**src/velocity_command_safety_gate_top_defines.svh**
```systemverilog
// Assertion macros for the velocity command safety gate.
// Used by the top level; relies on clk and rst_n in the including scope.
`ifndef VELOCITY_COMMAND_SAFETY_GATE_TOP_DEFINES_SVH
`define VELOCITY_COMMAND_SAFETY_GATE_TOP_DEFINES_SVH
`ifndef SYNTHESIS
`define VCSG_ASSERT_IMP(label, ante, cons) \
  label: assert property (@(posedge clk) disable iff (!rst_n) (ante) |-> (cons)) \
    else $error("vcsg assertion failed");
`define VCSG_ASSERT_NXT(label, ante, cons) \
  label: assert property (@(posedge clk) disable iff (!rst_n) (ante) |=> (cons)) \
    else $error("vcsg assertion failed");
`else
`define VCSG_ASSERT_IMP(label, ante, cons)
`define VCSG_ASSERT_NXT(label, ante, cons)
`endif
`endif

```
**src/vcsg_pkg.sv**
```systemverilog
// Shared types, codes and helper functions of the velocity command safety gate.
// Depends on nothing; used by every module of the block.
package vcsg_pkg;

  // Event kinds.
  localparam logic [2:0] KIND_CMD      = 3'd0;
  localparam logic [2:0] KIND_ODOM     = 3'd1;
  localparam logic [2:0] KIND_CONF     = 3'd2;
  localparam logic [2:0] KIND_TICK     = 3'd3;
  localparam logic [2:0] KIND_SHUTDOWN = 3'd4;

  // Request kinds.
  localparam logic REQ_MOVE = 1'b0;
  localparam logic REQ_STOP = 1'b1;

  // Stop reasons.
  localparam logic [2:0] REASON_NONE     = 3'd0;
  localparam logic [2:0] REASON_ODOM     = 3'd1;
  localparam logic [2:0] REASON_LOC      = 3'd2;
  localparam logic [2:0] REASON_CMD      = 3'd3;
  localparam logic [2:0] REASON_SHUTDOWN = 3'd4;

  // Configuration register indexes.
  localparam logic [2:0] REG_MAX_VX       = 3'd0;
  localparam logic [2:0] REG_MAX_VY       = 3'd1;
  localparam logic [2:0] REG_MAX_YAW_RATE = 3'd2;
  localparam logic [2:0] REG_CMD_TIMEOUT  = 3'd3;
  localparam logic [2:0] REG_ODOM_TIMEOUT = 3'd4;
  localparam logic [2:0] REG_LOC_TIMEOUT  = 3'd5;
  localparam logic [2:0] REG_MIN_CONF     = 3'd6;
  localparam logic [2:0] REG_REQUIRE_LOC  = 3'd7;

  // Register reset values.
  localparam logic [14:0] MAX_VX_RST       = 15'd750;
  localparam logic [14:0] MAX_VY_RST       = 15'd350;
  localparam logic [14:0] MAX_YAW_RATE_RST = 15'd1000;
  localparam logic [15:0] CMD_TIMEOUT_RST  = 16'd300;
  localparam logic [15:0] ODOM_TIMEOUT_RST = 16'd500;
  localparam logic [15:0] LOC_TIMEOUT_RST  = 16'd5000;
  localparam logic [15:0] MIN_CONF_RST     = 16'd45875;

  // Defaults of the top level parameters.
  localparam int MAX_ABS_POSITION_MM_DEF = 100000;
  localparam int MAX_ABS_Z_MM_DEF        = 5000;
  localparam int MAX_JUMP_MM_DEF         = 2000;
  localparam int JUMP_WINDOW_MS_DEF      = 1000;

  typedef struct packed {
    logic [2:0]         kind;
    logic [31:0]        time_ms;
    logic signed [23:0] axis_x;
    logic signed [23:0] axis_y;
    logic signed [23:0] axis_z;
    logic [15:0]        confidence;
    logic               not_finite;
  } item_t;

  typedef struct packed {
    logic               request_kind;
    logic signed [15:0] vx;
    logic signed [15:0] vy;
    logic signed [15:0] vyaw;
    logic [2:0]         stop_reason;
  } res_t;

  typedef struct packed {
    logic [14:0] max_vx;
    logic [14:0] max_vy;
    logic [14:0] max_yaw_rate;
    logic [15:0] cmd_timeout_ms;
    logic [15:0] odom_timeout_ms;
    logic [15:0] loc_timeout_ms;
    logic [15:0] min_confidence;
    logic        loc_required;
  } cfg_t;

  // Last good odometry position and the time of the last sample.
  typedef struct packed {
    logic               good_seen;
    logic signed [23:0] good_x;
    logic signed [23:0] good_y;
    logic signed [23:0] good_z;
    logic [31:0]        odom_time;
  } odom_ref_t;

  // An age with the top bit set is a negative age and is never stale.
  function automatic logic is_stale(input logic [31:0] now, input logic [31:0] then,
                                    input logic [15:0] limit);
    logic [31:0] age;
    age = now - then;
    return !age[31] && (age > {16'd0, limit});
  endfunction

  function automatic logic signed [15:0] clamp_vel(input logic signed [23:0] v,
                                                   input logic [14:0] lim);
    logic signed [24:0] v_e;
    logic signed [24:0] hi;
    logic signed [24:0] lo;
    logic signed [24:0] r;
    v_e = {v[23], v};
    hi  = {10'd0, lim};
    lo  = -hi;
    if (v_e > hi) begin
      r = hi;
    end else if (v_e < lo) begin
      r = lo;
    end else begin
      r = v_e;
    end
    return r[15:0];
  endfunction

  function automatic logic [23:0] abs24(input logic signed [23:0] v);
    logic [23:0] r;
    r = v[23] ? 24'(-v) : 24'(v);
    return r;
  endfunction

endpackage

```
**src/velocity_command_safety_gate_top.sv**
```systemverilog
// Flow: a word accepted into the input register is evaluated there, and its result,
// if any, is written to the result register when the word moves on past out_stall.
// Throughput: one word per cycle unless out_stall backs up; state updates once per word.
// Reset: rst_n is synchronous, active low; it restores register defaults, empties
// both registers and arms the gate with no command and the stop already reported.
// Depends on vcsg_pkg, vcsg_cfg_regs, vcsg_gate_core and the defines header.
`include "velocity_command_safety_gate_top_defines.svh"
module velocity_command_safety_gate_top #(
  parameter int MAX_ABS_POSITION_MM = vcsg_pkg::MAX_ABS_POSITION_MM_DEF,
  parameter int MAX_ABS_Z_MM        = vcsg_pkg::MAX_ABS_Z_MM_DEF,
  parameter int MAX_JUMP_MM         = vcsg_pkg::MAX_JUMP_MM_DEF,
  parameter int JUMP_WINDOW_MS      = vcsg_pkg::JUMP_WINDOW_MS_DEF
) (
  input  logic               clk,
  input  logic               rst_n,
  input  logic               in_valid,
  output logic               in_stall,
  input  logic [2:0]         in_kind,
  input  logic [31:0]        in_time_ms,
  input  logic signed [23:0] in_axis_x,
  input  logic signed [23:0] in_axis_y,
  input  logic signed [23:0] in_axis_z,
  input  logic [15:0]        in_confidence,
  input  logic               in_not_finite,
  output logic               out_valid,
  input  logic               out_stall,
  output logic               out_request_kind,
  output logic signed [15:0] out_vx,
  output logic signed [15:0] out_vy,
  output logic signed [15:0] out_vyaw,
  output logic [2:0]         out_stop_reason,
  input  logic               cfg_valid,
  output logic               cfg_ready,
  input  logic [2:0]         cfg_index,
  input  logic [15:0]        cfg_data
);

  logic            in_vld_r;
  vcsg_pkg::item_t item_r;
  logic            out_vld_r;
  vcsg_pkg::res_t  res_r;
  logic            advance;
  logic            res_valid;
  vcsg_pkg::res_t  res;
  vcsg_pkg::cfg_t  cfg;

  assign cfg_ready = 1'b1;

  vcsg_cfg_regs u_cfg_regs (
    .clk      (clk),
    .rst_n    (rst_n),
    .wr_en    (cfg_valid),
    .wr_index (cfg_index),
    .wr_data  (cfg_data),
    .cfg      (cfg)
  );

  // The held word moves on when the result register is empty or being drained.
  assign advance  = in_vld_r && (!out_vld_r || !out_stall);
  assign in_stall = in_vld_r && !advance;

  always_ff @(posedge clk) begin
    if (!rst_n) begin
      in_vld_r <= 1'b0;
    end else if (!in_stall) begin
      in_vld_r <= in_valid;
    end
  end

  always_ff @(posedge clk) begin
    if (in_valid && !in_stall) begin
      item_r.kind       <= in_kind;
      item_r.time_ms    <= in_time_ms;
      item_r.axis_x     <= in_axis_x;
      item_r.axis_y     <= in_axis_y;
      item_r.axis_z     <= in_axis_z;
      item_r.confidence <= in_confidence;
      item_r.not_finite <= in_not_finite;
    end
  end

  vcsg_gate_core #(
    .MAX_ABS_POSITION_MM (MAX_ABS_POSITION_MM),
    .MAX_ABS_Z_MM        (MAX_ABS_Z_MM),
    .MAX_JUMP_MM         (MAX_JUMP_MM),
    .JUMP_WINDOW_MS      (JUMP_WINDOW_MS)
  ) u_gate_core (
    .clk       (clk),
    .rst_n     (rst_n),
    .take      (advance),
    .item      (item_r),
    .cfg       (cfg),
    .res_valid (res_valid),
    .res       (res)
  );

  always_ff @(posedge clk) begin
    if (!rst_n) begin
      out_vld_r <= 1'b0;
    end else if (advance) begin
      out_vld_r <= res_valid;
    end else if (!out_stall) begin
      out_vld_r <= 1'b0;
    end
  end

  always_ff @(posedge clk) begin
    if (advance && res_valid) begin
      res_r <= res;
    end
  end

  assign out_valid        = out_vld_r;
  assign out_request_kind = res_r.request_kind;
  assign out_vx           = res_r.vx;
  assign out_vy           = res_r.vy;
  assign out_vyaw         = res_r.vyaw;
  assign out_stop_reason  = res_r.stop_reason;

  `VCSG_ASSERT_IMP(a_stop_is_zero, out_vld_r && (res_r.request_kind == vcsg_pkg::REQ_STOP), (res_r.vx == 16'sd0) && (res_r.vy == 16'sd0) && (res_r.vyaw == 16'sd0) && (res_r.stop_reason != vcsg_pkg::REASON_NONE))
  `VCSG_ASSERT_IMP(a_move_no_reason, out_vld_r && (res_r.request_kind == vcsg_pkg::REQ_MOVE), res_r.stop_reason == vcsg_pkg::REASON_NONE)
  `VCSG_ASSERT_NXT(a_shutdown_stops, advance && (item_r.kind == vcsg_pkg::KIND_SHUTDOWN), out_vld_r && (res_r.request_kind == vcsg_pkg::REQ_STOP) && (res_r.stop_reason == vcsg_pkg::REASON_SHUTDOWN))

endmodule

```
**src/vcsg_cfg_regs.sv**
```systemverilog
// Configuration register file of the velocity command safety gate.
// Depends on vcsg_pkg for the register indexes, reset values and cfg_t.
module vcsg_cfg_regs (
  input  logic               clk,
  input  logic               rst_n,
  input  logic               wr_en,
  input  logic [2:0]         wr_index,
  input  logic [15:0]        wr_data,
  output vcsg_pkg::cfg_t     cfg
);

  vcsg_pkg::cfg_t cfg_r;
  vcsg_pkg::cfg_t cfg_nxt;

  always_comb begin
    cfg_nxt = cfg_r;
    if (wr_en) begin
      case (wr_index)
        vcsg_pkg::REG_MAX_VX:       cfg_nxt.max_vx = wr_data[14:0];
        vcsg_pkg::REG_MAX_VY:       cfg_nxt.max_vy = wr_data[14:0];
        vcsg_pkg::REG_MAX_YAW_RATE: cfg_nxt.max_yaw_rate = wr_data[14:0];
        vcsg_pkg::REG_CMD_TIMEOUT:  cfg_nxt.cmd_timeout_ms = wr_data;
        vcsg_pkg::REG_ODOM_TIMEOUT: cfg_nxt.odom_timeout_ms = wr_data;
        vcsg_pkg::REG_LOC_TIMEOUT:  cfg_nxt.loc_timeout_ms = wr_data;
        vcsg_pkg::REG_MIN_CONF:     cfg_nxt.min_confidence = wr_data;
        vcsg_pkg::REG_REQUIRE_LOC:  cfg_nxt.loc_required = wr_data[0];
        default:                    cfg_nxt = cfg_r;
      endcase
    end
  end

  always_ff @(posedge clk) begin
    if (!rst_n) begin
      cfg_r.max_vx          <= vcsg_pkg::MAX_VX_RST;
      cfg_r.max_vy          <= vcsg_pkg::MAX_VY_RST;
      cfg_r.max_yaw_rate    <= vcsg_pkg::MAX_YAW_RATE_RST;
      cfg_r.cmd_timeout_ms  <= vcsg_pkg::CMD_TIMEOUT_RST;
      cfg_r.odom_timeout_ms <= vcsg_pkg::ODOM_TIMEOUT_RST;
      cfg_r.loc_timeout_ms  <= vcsg_pkg::LOC_TIMEOUT_RST;
      cfg_r.min_confidence  <= vcsg_pkg::MIN_CONF_RST;
      cfg_r.loc_required    <= 1'b0;
    end else begin
      cfg_r <= cfg_nxt;
    end
  end

  assign cfg = cfg_r;

endmodule

```
**src/vcsg_odom_check.sv**
```systemverilog
// Odometry sample check: finiteness, position bounds and the jump test.
// Depends on vcsg_pkg for item_t, odom_ref_t and abs24.
module vcsg_odom_check #(
  parameter int MAX_ABS_POSITION_MM = vcsg_pkg::MAX_ABS_POSITION_MM_DEF,
  parameter int MAX_ABS_Z_MM        = vcsg_pkg::MAX_ABS_Z_MM_DEF,
  parameter int MAX_JUMP_MM         = vcsg_pkg::MAX_JUMP_MM_DEF,
  parameter int JUMP_WINDOW_MS      = vcsg_pkg::JUMP_WINDOW_MS_DEF
) (
  input  vcsg_pkg::item_t     item,
  input  vcsg_pkg::odom_ref_t ref_st,
  output logic                sample_ok
);

  localparam int JW = $clog2(MAX_JUMP_MM + 1);
  localparam int SW = 2 * JW + 2;
  localparam logic [23:0]   POS_LIM  = 24'(MAX_ABS_POSITION_MM);
  localparam logic [23:0]   Z_LIM    = 24'(MAX_ABS_Z_MM);
  localparam logic [24:0]   JUMP_LIM = 25'(MAX_JUMP_MM);
  localparam logic [SW-1:0] JUMP_SQ  = SW'(longint'(MAX_JUMP_MM) * longint'(MAX_JUMP_MM));
  localparam logic [31:0]   WIN      = 32'(JUMP_WINDOW_MS);

  logic               bounds_ok;
  logic signed [24:0] dx, dy, dz;
  logic [24:0]        adx, ady, adz;
  logic [2*JW-1:0]    sqx, sqy, sqz;
  logic [SW-1:0]      sq_sum;
  logic               far_axis;
  logic               jump;
  logic [31:0]        age;
  logic               in_window;

  assign bounds_ok = !item.not_finite
                     && (vcsg_pkg::abs24(item.axis_x) <= POS_LIM)
                     && (vcsg_pkg::abs24(item.axis_y) <= POS_LIM)
                     && (vcsg_pkg::abs24(item.axis_z) <= Z_LIM);

  assign dx = {item.axis_x[23], item.axis_x} - {ref_st.good_x[23], ref_st.good_x};
  assign dy = {item.axis_y[23], item.axis_y} - {ref_st.good_y[23], ref_st.good_y};
  assign dz = {item.axis_z[23], item.axis_z} - {ref_st.good_z[23], ref_st.good_z};

  assign adx = dx[24] ? 25'(-dx) : 25'(dx);
  assign ady = dy[24] ? 25'(-dy) : 25'(dy);
  assign adz = dz[24] ? 25'(-dz) : 25'(dz);

  // Any single axis beyond the limit already puts the squared distance over it,
  // so the squares only need the low bits of each difference.
  assign far_axis = (adx > JUMP_LIM) || (ady > JUMP_LIM) || (adz > JUMP_LIM);

  assign sqx = adx[JW-1:0] * adx[JW-1:0];
  assign sqy = ady[JW-1:0] * ady[JW-1:0];
  assign sqz = adz[JW-1:0] * adz[JW-1:0];
  assign sq_sum = SW'(sqx) + SW'(sqy) + SW'(sqz);

  assign jump = far_axis || (sq_sum > JUMP_SQ);

  assign age       = item.time_ms - ref_st.odom_time;
  assign in_window = (age != 32'd0) && (age < WIN);

  assign sample_ok = bounds_ok && !(ref_st.good_seen && in_window && jump);

endmodule

```
**src/vcsg_gate_core.sv**
```systemverilog
// Gate state and per-word decision: command latch, odometry and localization
// bookkeeping, tick evaluation. Depends on vcsg_pkg and vcsg_odom_check.
module vcsg_gate_core #(
  parameter int MAX_ABS_POSITION_MM = vcsg_pkg::MAX_ABS_POSITION_MM_DEF,
  parameter int MAX_ABS_Z_MM        = vcsg_pkg::MAX_ABS_Z_MM_DEF,
  parameter int MAX_JUMP_MM         = vcsg_pkg::MAX_JUMP_MM_DEF,
  parameter int JUMP_WINDOW_MS      = vcsg_pkg::JUMP_WINDOW_MS_DEF
) (
  input  logic            clk,
  input  logic            rst_n,
  input  logic            take,
  input  vcsg_pkg::item_t item,
  input  vcsg_pkg::cfg_t  cfg,
  output logic            res_valid,
  output vcsg_pkg::res_t  res
);

  logic signed [15:0]  vx_r, vy_r, vyaw_r;
  logic signed [15:0]  vx_nxt, vy_nxt, vyaw_nxt;
  logic [31:0]         cmd_time_r, cmd_time_nxt;
  logic                have_cmd_r, have_cmd_nxt;
  logic                stop_sent_r, stop_sent_nxt;
  logic                odom_seen_r, odom_seen_nxt;
  logic                odom_ok_r, odom_ok_nxt;
  vcsg_pkg::odom_ref_t odom_ref_r, odom_ref_nxt;
  logic                loc_seen_r, loc_seen_nxt;
  logic                loc_ok_r, loc_ok_nxt;
  logic [31:0]         loc_time_r, loc_time_nxt;

  logic                sample_ok;
  logic                odom_bad, loc_bad, cmd_stale;
  logic [2:0]          reason;

  vcsg_odom_check #(
    .MAX_ABS_POSITION_MM (MAX_ABS_POSITION_MM),
    .MAX_ABS_Z_MM        (MAX_ABS_Z_MM),
    .MAX_JUMP_MM         (MAX_JUMP_MM),
    .JUMP_WINDOW_MS      (JUMP_WINDOW_MS)
  ) u_odom_check (
    .item      (item),
    .ref_st    (odom_ref_r),
    .sample_ok (sample_ok)
  );

  assign odom_bad = !odom_seen_r || !odom_ok_r
                    || vcsg_pkg::is_stale(item.time_ms, odom_ref_r.odom_time,
                                          cfg.odom_timeout_ms);
  assign loc_bad  = cfg.loc_required
                    && (!loc_seen_r || !loc_ok_r
                        || vcsg_pkg::is_stale(item.time_ms, loc_time_r, cfg.loc_timeout_ms));
  assign cmd_stale = vcsg_pkg::is_stale(item.time_ms, cmd_time_r, cfg.cmd_timeout_ms);

  always_comb begin
    if (odom_bad) begin
      reason = vcsg_pkg::REASON_ODOM;
    end else if (loc_bad) begin
      reason = vcsg_pkg::REASON_LOC;
    end else if (cmd_stale) begin
      reason = vcsg_pkg::REASON_CMD;
    end else begin
      reason = vcsg_pkg::REASON_NONE;
    end
  end

  always_comb begin
    vx_nxt        = vx_r;
    vy_nxt        = vy_r;
    vyaw_nxt      = vyaw_r;
    cmd_time_nxt  = cmd_time_r;
    have_cmd_nxt  = have_cmd_r;
    stop_sent_nxt = stop_sent_r;
    odom_seen_nxt = odom_seen_r;
    odom_ok_nxt   = odom_ok_r;
    odom_ref_nxt  = odom_ref_r;
    loc_seen_nxt  = loc_seen_r;
    loc_ok_nxt    = loc_ok_r;
    loc_time_nxt  = loc_time_r;
    res_valid     = 1'b0;
    res.request_kind = vcsg_pkg::REQ_STOP;
    res.vx           = '0;
    res.vy           = '0;
    res.vyaw         = '0;
    res.stop_reason  = reason;

    case (item.kind)
      vcsg_pkg::KIND_CMD: begin
        // A non-finite command is dropped without touching the latch.
        if (!item.not_finite) begin
          vx_nxt       = vcsg_pkg::clamp_vel(item.axis_x, cfg.max_vx);
          vy_nxt       = vcsg_pkg::clamp_vel(item.axis_y, cfg.max_vy);
          vyaw_nxt     = vcsg_pkg::clamp_vel(item.axis_z, cfg.max_yaw_rate);
          cmd_time_nxt = item.time_ms;
          have_cmd_nxt = 1'b1;
        end
      end
      vcsg_pkg::KIND_ODOM: begin
        odom_seen_nxt          = 1'b1;
        odom_ok_nxt            = sample_ok;
        odom_ref_nxt.odom_time = item.time_ms;
        if (sample_ok) begin
          odom_ref_nxt.good_seen = 1'b1;
          odom_ref_nxt.good_x    = item.axis_x;
          odom_ref_nxt.good_y    = item.axis_y;
          odom_ref_nxt.good_z    = item.axis_z;
        end
      end
      vcsg_pkg::KIND_CONF: begin
        loc_seen_nxt = 1'b1;
        loc_ok_nxt   = !item.not_finite && (item.confidence >= cfg.min_confidence);
        loc_time_nxt = item.time_ms;
      end
      vcsg_pkg::KIND_TICK: begin
        if (have_cmd_r) begin
          if (reason != vcsg_pkg::REASON_NONE) begin
            // Only the first failing tick after a move reports a stop.
            if (!stop_sent_r) begin
              res_valid     = 1'b1;
              stop_sent_nxt = 1'b1;
            end
          end else begin
            res_valid        = 1'b1;
            res.request_kind = vcsg_pkg::REQ_MOVE;
            res.vx           = vx_r;
            res.vy           = vy_r;
            res.vyaw         = vyaw_r;
            stop_sent_nxt    = 1'b0;
          end
        end
      end
      vcsg_pkg::KIND_SHUTDOWN: begin
        res_valid       = 1'b1;
        res.stop_reason = vcsg_pkg::REASON_SHUTDOWN;
        stop_sent_nxt   = 1'b1;
      end
      default: begin
        res_valid = 1'b0;
      end
    endcase
  end

  always_ff @(posedge clk) begin
    if (!rst_n) begin
      vx_r        <= '0;
      vy_r        <= '0;
      vyaw_r      <= '0;
      cmd_time_r  <= '0;
      have_cmd_r  <= 1'b0;
      stop_sent_r <= 1'b1;
      odom_seen_r <= 1'b0;
      odom_ok_r   <= 1'b0;
      odom_ref_r  <= '0;
      loc_seen_r  <= 1'b0;
      loc_ok_r    <= 1'b0;
      loc_time_r  <= '0;
    end else if (take) begin
      vx_r        <= vx_nxt;
      vy_r        <= vy_nxt;
      vyaw_r      <= vyaw_nxt;
      cmd_time_r  <= cmd_time_nxt;
      have_cmd_r  <= have_cmd_nxt;
      stop_sent_r <= stop_sent_nxt;
      odom_seen_r <= odom_seen_nxt;
      odom_ok_r   <= odom_ok_nxt;
      odom_ref_r  <= odom_ref_nxt;
      loc_seen_r  <= loc_seen_nxt;
      loc_ok_r    <= loc_ok_nxt;
      loc_time_r  <= loc_time_nxt;
    end
  end

endmodule

```
**config.mk**
```make
export PLATFORM = sky130hd
export DESIGN_NAME = velocity_command_safety_gate_top
export DESIGN_NICKNAME = d
export VERILOG_FILES = /design/src/vcsg_pkg.sv /design/src/velocity_command_safety_gate_top.sv /design/src/vcsg_cfg_regs.sv /design/src/vcsg_odom_check.sv /design/src/vcsg_gate_core.sv
export VERILOG_INCLUDE_DIRS = /design/src /design/src/src
export SDC_FILE = /design/constraint.sdc
export NUM_CORES = 2
export LEC_CHECK = 0
export BUFFER_PORTS_ARGS = -buffer_cell sky130_fd_sc_hd__buf_2
export CORE_UTILIZATION = 40
export CTS_BUF_LIST = sky130_fd_sc_hd__clkbuf_8
export CTS_CLUSTER_DIAMETER = 40
export DETAILED_ROUTE_END_ITERATION = 10
export GPL_ROUTABILITY_DRIVEN = 0
export GPL_TIMING_DRIVEN = 0
export PLACE_DENSITY = 0.59
export SYNTH_ARGS = -nofsm -noshare
export SYNTH_HDL_FRONTEND = slang
export SYNTH_SLANG_ARGS = --single-unit
```
**constraint.sdc**
```tcl
create_clock -name clk -period 28.3 [get_ports clk]
set_clock_uncertainty 0.2 [all_clocks]
set_input_delay 0 -clock clk [delete_from_list [all_inputs] [get_ports clk]]
set_output_delay 0 -clock clk [all_outputs]
set_load 0.01 [all_outputs]
```
# Yosys cells after proc, flatten, opt, wreduce, memory -nomap -nowiden
# Index checks and enable logic that the tools add are counted.
[word_totals] ff_bits=511 inputBits=148 out_inout_bits=55 wordCells=174
[op_classes] add_sub_neg=17 n_mul=3 n_lt_le_gt_ge=18 n_eq_ne=13 mux=25 bitwise=3 n_reduce_logical=57
[op_table] operator="greater-than comparator 32 x 16 -> 1 bit" count=3
[op_table] operator="2-to-1 mux 16 bit" count=6
[op_table] operator="subtractor 32 bit" count=3
[op_table] operator="greater-than comparator 25 x 11 -> 1 bit, second input constant" count=3
[op_table] operator="less-than comparator 24 x 25 -> 1 bit" count=3
[op_table] operator="2-to-1 mux 25 bit" count=3
[op_table] operator="negation 15 -> 25 bit" count=3
[op_table] operator="negation 25 bit" count=3
[op_table] operator="subtractor 24 x 24 -> 25 bit" count=3
[op_table] operator="greater-than comparator 24 x 16 -> 1 bit" count=3
[op_table] operator="2-to-1 mux 24 bit" count=3
[op_table] operator="negation 24 bit" count=3
[op_table] operator="multiplier 11 x 11 -> 22 bit" count=3
[op_table] operator="2-to-1 mux 49 bit" count=1
[op_table] operator="less-or-equal comparator 24 x 17 -> 1 bit, second input constant" count=2
[op_table] operator="less-than comparator 32 x 10 -> 1 bit, second input constant" count=1
[op_table] operator="nonzero test 32 bit" count=1
[op_table] operator="adder 23 x 22 -> 24 bit" count=1
[op_table] operator="greater-than comparator 24 x 22 -> 1 bit, second input constant" count=1
[op_table] operator="less-or-equal comparator 24 x 13 -> 1 bit, second input constant" count=1
[op_table] operator="adder 22 x 22 -> 23 bit" count=1
[op_table] operator="AND reduction 2 bit" count=11
[op_table] operator="greater-or-equal comparator 16 bit" count=1
[op_table] operator="logical AND 1 bit" count=16
[op_table] operator="other kinds (16)" count=57

# Depth between registers and ports, before layout
[depth] depth_word=12 ltp_mapped=48 depth_no_buf=43

# By module
# A second synthesis with hierarchy kept.
[unflattened] hier_cells=6196 hier_area_um2=51675.8
[by_module_without_submodules] module="vcsg_gate_core" instances=1 cells_per_inst=2913 area_per_inst_um2=21499.4 seq_area_each_um2=4464.3
[by_module_without_submodules] module="vcsg_odom_check" instances=1 cells_per_inst=2693 area_per_inst_um2=20549.7 seq_area_each_um2=0.0
[by_module_without_submodules] module="velocity_command_safety_gate_top" instances=1 cells_per_inst=188 area_per_inst_um2=5387.7 seq_area_each_um2=5325.1
[by_module_without_submodules] module="vcsg_cfg_regs" instances=1 cells_per_inst=402 area_per_inst_um2=4239.1 seq_area_each_um2=2202.1

# Least setup slack after synthesis
# No wires, ideal clock.
[synth_path] path_kind="reg2reg" start="reg item_r[17] in the netlist's numbering" end="reg u_gate_core.odom_ref_r[73] in the netlist's numbering" setup_ps=136 arrival_time_ps=11045 required_time_ps=27964 slack_ps=16918 stages_incl_launch_ff=45 path_buffers=6 period_less_slack_ps=11382 path_cell_list="edfxtp_1 -> clkbuf_1 -> inv_1 -> ha_1 -> inv_1 -> fa_1 -> a211o_1 -> nand3_1 -> a2111oi_0 -> or3b_2 -> clkbuf_1 -> a21o_1 -> clkbuf_1 -> clkbuf_1 -> nor2_1 -> xnor2_1 -> clkinv_1 -> nand2_1 -> (+9 left out) -> fa_1 -> fa_1 -> ha_1 -> a211oi_1 -> o21ai_0 -> a31o_2 -> a2111oi_0 -> xnor2_1 -> nor2_1 -> a22oi_1 -> o41ai_1 -> a21o_1 -> nand4_1 -> nor3_1 -> clkbuf_1 -> clkbuf_1 -> a2111o_1 -> nand2_1"
[synth_via] elab_chain_len=11 elab_cells_between_ends=17 classes_between="4 x add/sub; 1 x mul; 3 x order compare; 2 x mux; 7 x reduce/logical"
[synth_lines] item="start: declaration" line="velocity_command_safety_gate_top.sv:39" source="vcsg_pkg::item_t item_r;"
[synth_lines] item="subtractor 24 x 24 -> 25 bit" line="vcsg_odom_check.sv:39" source="assign dz = {item.axis_z[23], item.axis_z} - {ref_st.good_z[23], ref_st.good_z};"
[synth_lines] item="negation 25 bit" line="vcsg_odom_check.sv:43" source="assign adz = dz[24] ? 25'(-dz) : 25'(dz);"
[synth_lines] item="2-to-1 mux 25 bit" line="vcsg_odom_check.sv:43"
[synth_lines] item="multiplier 11 x 11 -> 22 bit" line="vcsg_odom_check.sv:51" source="assign sqz = adz[JW-1:0] * adz[JW-1:0];"
[synth_lines] item="adder 23 x 22 -> 24 bit" line="vcsg_odom_check.sv:52" source="assign sq_sum = SW'(sqx) + SW'(sqy) + SW'(sqz);"
[synth_lines] item="greater-than comparator 24 x 22 -> 1 bit" line="vcsg_odom_check.sv:54" source="assign jump = far_axis || (sq_sum > JUMP_SQ);"
[synth_lines] item="logical OR 1 bit" line="vcsg_odom_check.sv:54"
[synth_lines] item="logical AND 1 bit" line="vcsg_odom_check.sv:59" source="assign sample_ok = bounds_ok && !(ref_st.good_seen && in_window && jump);"
[synth_lines] item="logical NOT 1 bit" line="vcsg_odom_check.sv:59"
[synth_lines] item="logical AND 1 bit *" line="vcsg_odom_check.sv:59"
[synth_lines] item="AND reduction 3 bit (no line) *"
[synth_lines] item="end signal: assignment" line="vcsg_gate_core.sv:164" source="odom_ref_r <= odom_ref_nxt;"
[synth_lines] item="end: declaration" line="vcsg_gate_core.sv:25" source="vcsg_pkg::odom_ref_t odom_ref_r, odom_ref_nxt;"
# Mark *: on every way between the ends. The rest lies on a longest branch, timed or not.
# A chain may end at the register's enable or synchronous reset.

# Worst setup path in the final report
[layout_path] start="reg item_r[41] in the netlist's numbering" end="reg u_gate_core.odom_ref_r[56] in the netlist's numbering"
[layout_via] elab_chain_len=12 elab_cells_between_ends=20 classes_between="5 x add/sub; 1 x mul; 3 x order compare; 2 x mux; 9 x reduce/logical"
[layout_lines] item="subtractor 24 x 24 -> 25 bit" line="vcsg_odom_check.sv:38" source="assign dy = {item.axis_y[23], item.axis_y} - {ref_st.good_y[23], ref_st.good_y};"
[layout_lines] item="negation 25 bit" line="vcsg_odom_check.sv:42" source="assign ady = dy[24] ? 25'(-dy) : 25'(dy);"
[layout_lines] item="2-to-1 mux 25 bit" line="vcsg_odom_check.sv:42"
[layout_lines] item="multiplier 11 x 11 -> 22 bit" line="vcsg_odom_check.sv:50" source="assign sqy = ady[JW-1:0] * ady[JW-1:0];"
[layout_lines] item="adder 22 x 22 -> 23 bit" line="vcsg_odom_check.sv:52"
[layout_lines] item="adder 23 x 22 -> 24 bit" line="vcsg_odom_check.sv:52"
[layout_lines] item="greater-than comparator 24 x 22 -> 1 bit" line="vcsg_odom_check.sv:54"
[layout_lines] item="logical OR 1 bit" line="vcsg_odom_check.sv:54"
[layout_lines] item="logical AND 1 bit" line="vcsg_odom_check.sv:59"
[layout_lines] item="logical NOT 1 bit" line="vcsg_odom_check.sv:59"
[layout_lines] item="logical AND 1 bit" line="vcsg_odom_check.sv:59"
[layout_lines] item="AND reduction 3 bit (no line)"
# Parallel ways exist; a longest one is shown, timed or not.

==> summary.txt <==
Detailed Route WL: 167000 µm
DR WL/cell: 20.5 µm
Tot GR Track Use: 0.269
Worst path slowest cell: xnor2_1
Hold Path Class: in2reg
Initial Utilization: 0.404
# setup viols final: 0
Seq/Total Area, Yosys: 0.247
Grt total ovfl: 0
Vias: 45556
Max Fclk: 0.0660 GHz
Reg area: 12000 µm²
Layout Nets: 7363
Synth-to-Final Area Change: 16.8%
Post-CTS resize count: 0
Reg clk slew, reported paths: 0.07 ns
Synth Flop Type: dfxtp_1
# placed instances: 7671
Crit Path Class: reg2reg
Endpoint type of the worst setup path: flop
Register-to-register setup slack: 13.14 ns
Synth cell types: 88
Final worst slack: 13.14 ns
First-pass GRT wire length: 255000 µm
Pin count of the biggest net entering global routing: 49
Cell Area, Synth: 48500 µm²
RSZ-0062 raised after global routing: false
PortBufs: 197
EDFF count, synth: 176
Routed Antenna Nets: 0
Tmin final: 15.16 ns
WP data arrival: 15.65 ns
Setup bufs post-CTS: 0
Fin util: 0.472
CP dominant cell by count: fa_1
Vias per inst: 5.59
CP required: 28.79 ns
Cells after synthesis: 5857
Clock Path Buffers: 3
Core area: 120000 µm²
Async SR Flop Fraction: 0
Detailed Routing Iterations Pass 1: 6
Max_cap viols: 0
Avg Cell Area, Syn: 8.27 µm²
Status: completed
Vias in the first global route: 44006
Critical Path Start Type: flop
Root cell of the clock tree: clkbuf_8
Starting DRT DRC Count: 3691
Multi-input gate area: 32600 µm²
Measured slew at the worst slew-check pin: 1.39 ns
Row cnt: 127
Die X: 350 µm
CP peak stage delay: 1.01 ns
Top Ports: 203
DP HPWL: 130000 µm
Later-pin clock latency in the skew report: 0.76 ns
Setup slack at placement: 13.33 ns
Fillers: 11718
Share of cells above drive strength 1: 0.0676
Final Max Slew Viols: 0
Crit-path max FO: 10
H-tree depth: 3
Syn_nets: 6762
DIE AREA: 123000 µm²
Relative slew slack: 0.0683
Total CTS buffers: 92
CTS Sinks: 511
Initial antenna violation count: 4
Hold Vio Cnt, Final: 0
Setup TNS Final: 0 ns
Non-filler cells, final: 8149
Drt drc: 0
CTS tree: yes
Synth Register Bits: 511
Syn. warnings: 0
Die Ht: 350 µm
Final worst-path cycle share: 0.536
==> Yosys cell counts (14+ instances only) <==
| cell | count | share of area |
|---|---|---|
| xnor2_1 | 133 | 0.024 |
| nor3b_1 | 15 | 0.0023 |
| nand2_1 | 635 | 0.049 |
| o21a_1 | 71 | 0.011 |
| nand2b_1 | 49 | 0.0063 |
| and3_1 | 50 | 0.0065 |
| mux2i_1 | 23 | 0.0048 |
| a211oi_1 | 61 | 0.0095 |
| o21ai_0 | 201 | 0.021 |
| nand4_1 | 134 | 0.017 |
| a2111oi_0 | 19 | 0.0034 |
| clkbuf_1 | 246 | 0.019 |
| or2_2 | 40 | 0.0052 |
| edfxtp_1 | 176 | 0.11 |
| ha_1 | 478 | 0.12 |
| a21oi_1 | 427 | 0.044 |
| or3_1 | 36 | 0.0046 |
| o2111ai_1 | 18 | 0.0033 |
| dfxtp_1 | 335 | 0.14 |
| a21o_1 | 158 | 0.024 |
| nor2b_1 | 50 | 0.0065 |
| or4_1 | 18 | 0.0028 |
| a211o_1 | 17 | 0.0031 |
| and4_1 | 16 | 0.0029 |
| xor2_1 | 66 | 0.012 |
| a221oi_1 | 17 | 0.0031 |
| nor2_1 | 373 | 0.029 |
| and2_1 | 84 | 0.011 |
| o22ai_1 | 20 | 0.0026 |
| nor4_1 | 53 | 0.0068 |
| o211ai_1 | 83 | 0.013 |
| fa_1 | 279 | 0.12 |
| o21bai_1 | 26 | 0.0040 |
| mux2_2 | 16 | 0.0037 |
| nor3_1 | 111 | 0.011 |
| nand3_1 | 189 | 0.020 |
| a2111o_1 | 75 | 0.017 |
| inv_1 | 754 | 0.058 |
| a31oi_1 | 37 | 0.0048 |
| a311oi_1 | 14 | 0.0025 |
| o31ai_1 | 19 | 0.0029 |
==> critical path: cells and delay by family (launching register included) <==
| kind | cells | cell delay, ns |
|---|---|---|
| XOR/XNOR | 2 | 1.13 |
| adder cells (fa/ha/maj) | 11 | 5.23 |
| AND/OR/NAND/NOR | 8 | 2.25 |
| buffers and inverters | 9 | 2.25 |
| flip-flops | 1 | 0.71 |
| AO/OA/AOI/OAI | 10 | 3.25 |
==> flip-flops by register name, summed over array words and instances, names as in the netlist, 3 cells and up <==
| signal | flops |
|---|---|
| item_r | 124 |
| u_cfg_regs.cfg | 110 |
| u_gate_core.odom_ref_r | 105 |
| u_gate_core.cmd_time_r | 32 |
| u_gate_core.loc_time_r | 32 |
| out_vx | 16 |
| out_vy | 16 |
| out_vyaw | 16 |
| u_gate_core.vx_r | 16 |
| u_gate_core.vy_r | 16 |
| u_gate_core.vyaw_r | 16 |
| out_stop_reason | 3 |
==> final cells by class <==
class / instances / area share
multi-input cells: 4319 / 0.576
flip-flops and latches: 511 / 0.212
repair buffers: 507 / 0.0733
inverters: 759 / 0.0503
well taps: 1612 / 0.0356
clock buffers: 109 / 0.0265
plain buffers: 268 / 0.0183
clock inverters: 62 / 0.00791
diodes: 2 / 0.0000884
==> worst paths after layout <==
| kind | from | endpoint | cells after the start |
|---|---|---|---|
| hold reg to reg | u_gate_core.odom_ref_r[7] | u_gate_core.odom_ref_r[7] | 2 |
| hold / removal | out_stall | out_valid | 4 |
| setup reg to reg | item_r[41] | u_gate_core.odom_ref_r[56] | 40 |
| setup / recovery | item_r[41] | u_gate_core.odom_ref_r[56] | 40 |
==> metrics by stage <==
step / instance area, µm² / hold slack [ns]
CTS: 56600 / 0.0274
detailed placement: 51600 / -0.0219
finish: 56600 / 0.104
global placement: 51500 / -0.0237
global route: 56600 / 0.110
floorplan: 48500 / -0.101
==> cells by family after synthesis <==
kind of cell,after synthesis,share of synthesized area
AO/OA/AOI/OAI,1420,0.199
buffers and inverters,1027,0.0802
AND/OR/NAND/NOR,1903,0.191
flip-flops,511,0.247
XOR/XNOR,199,0.0360
adder cells (fa/ha/maj),757,0.239
other,1,0.0000774
multiplexers,39,0.00847
==> cells in the final DEF, fill, tap and decap left out, types with 189 or more instances in the layout <==
master         count
dlygate4sd3_1    305
buf_2            210
a21oi_1          427
clkbuf_1         246
nor2_1           373
nand2_1          635
ha_1             478
inv_1            782
o21ai_0          201
fa_1             279
nand3_1          189
dfxtp_1          335
==> timing repair <==
item                       4_1_cts  5_1_grt
hold endpoints to repair       388        0
setup endpoints to repair        0        0
hold buffers                   305        0
==> metal layers <==
layer | track usage | routed length [µm]
met1 | 0.350 | 72100
met2 | 0.441 | 76500
met3 | 0.0329 | 10100
met4 | 0.128 | 7870
met5 | 0 | 46
Power is not shown: default switching activity piles up to over one toggle a cycle in this logic, so the estimate is an artifact.
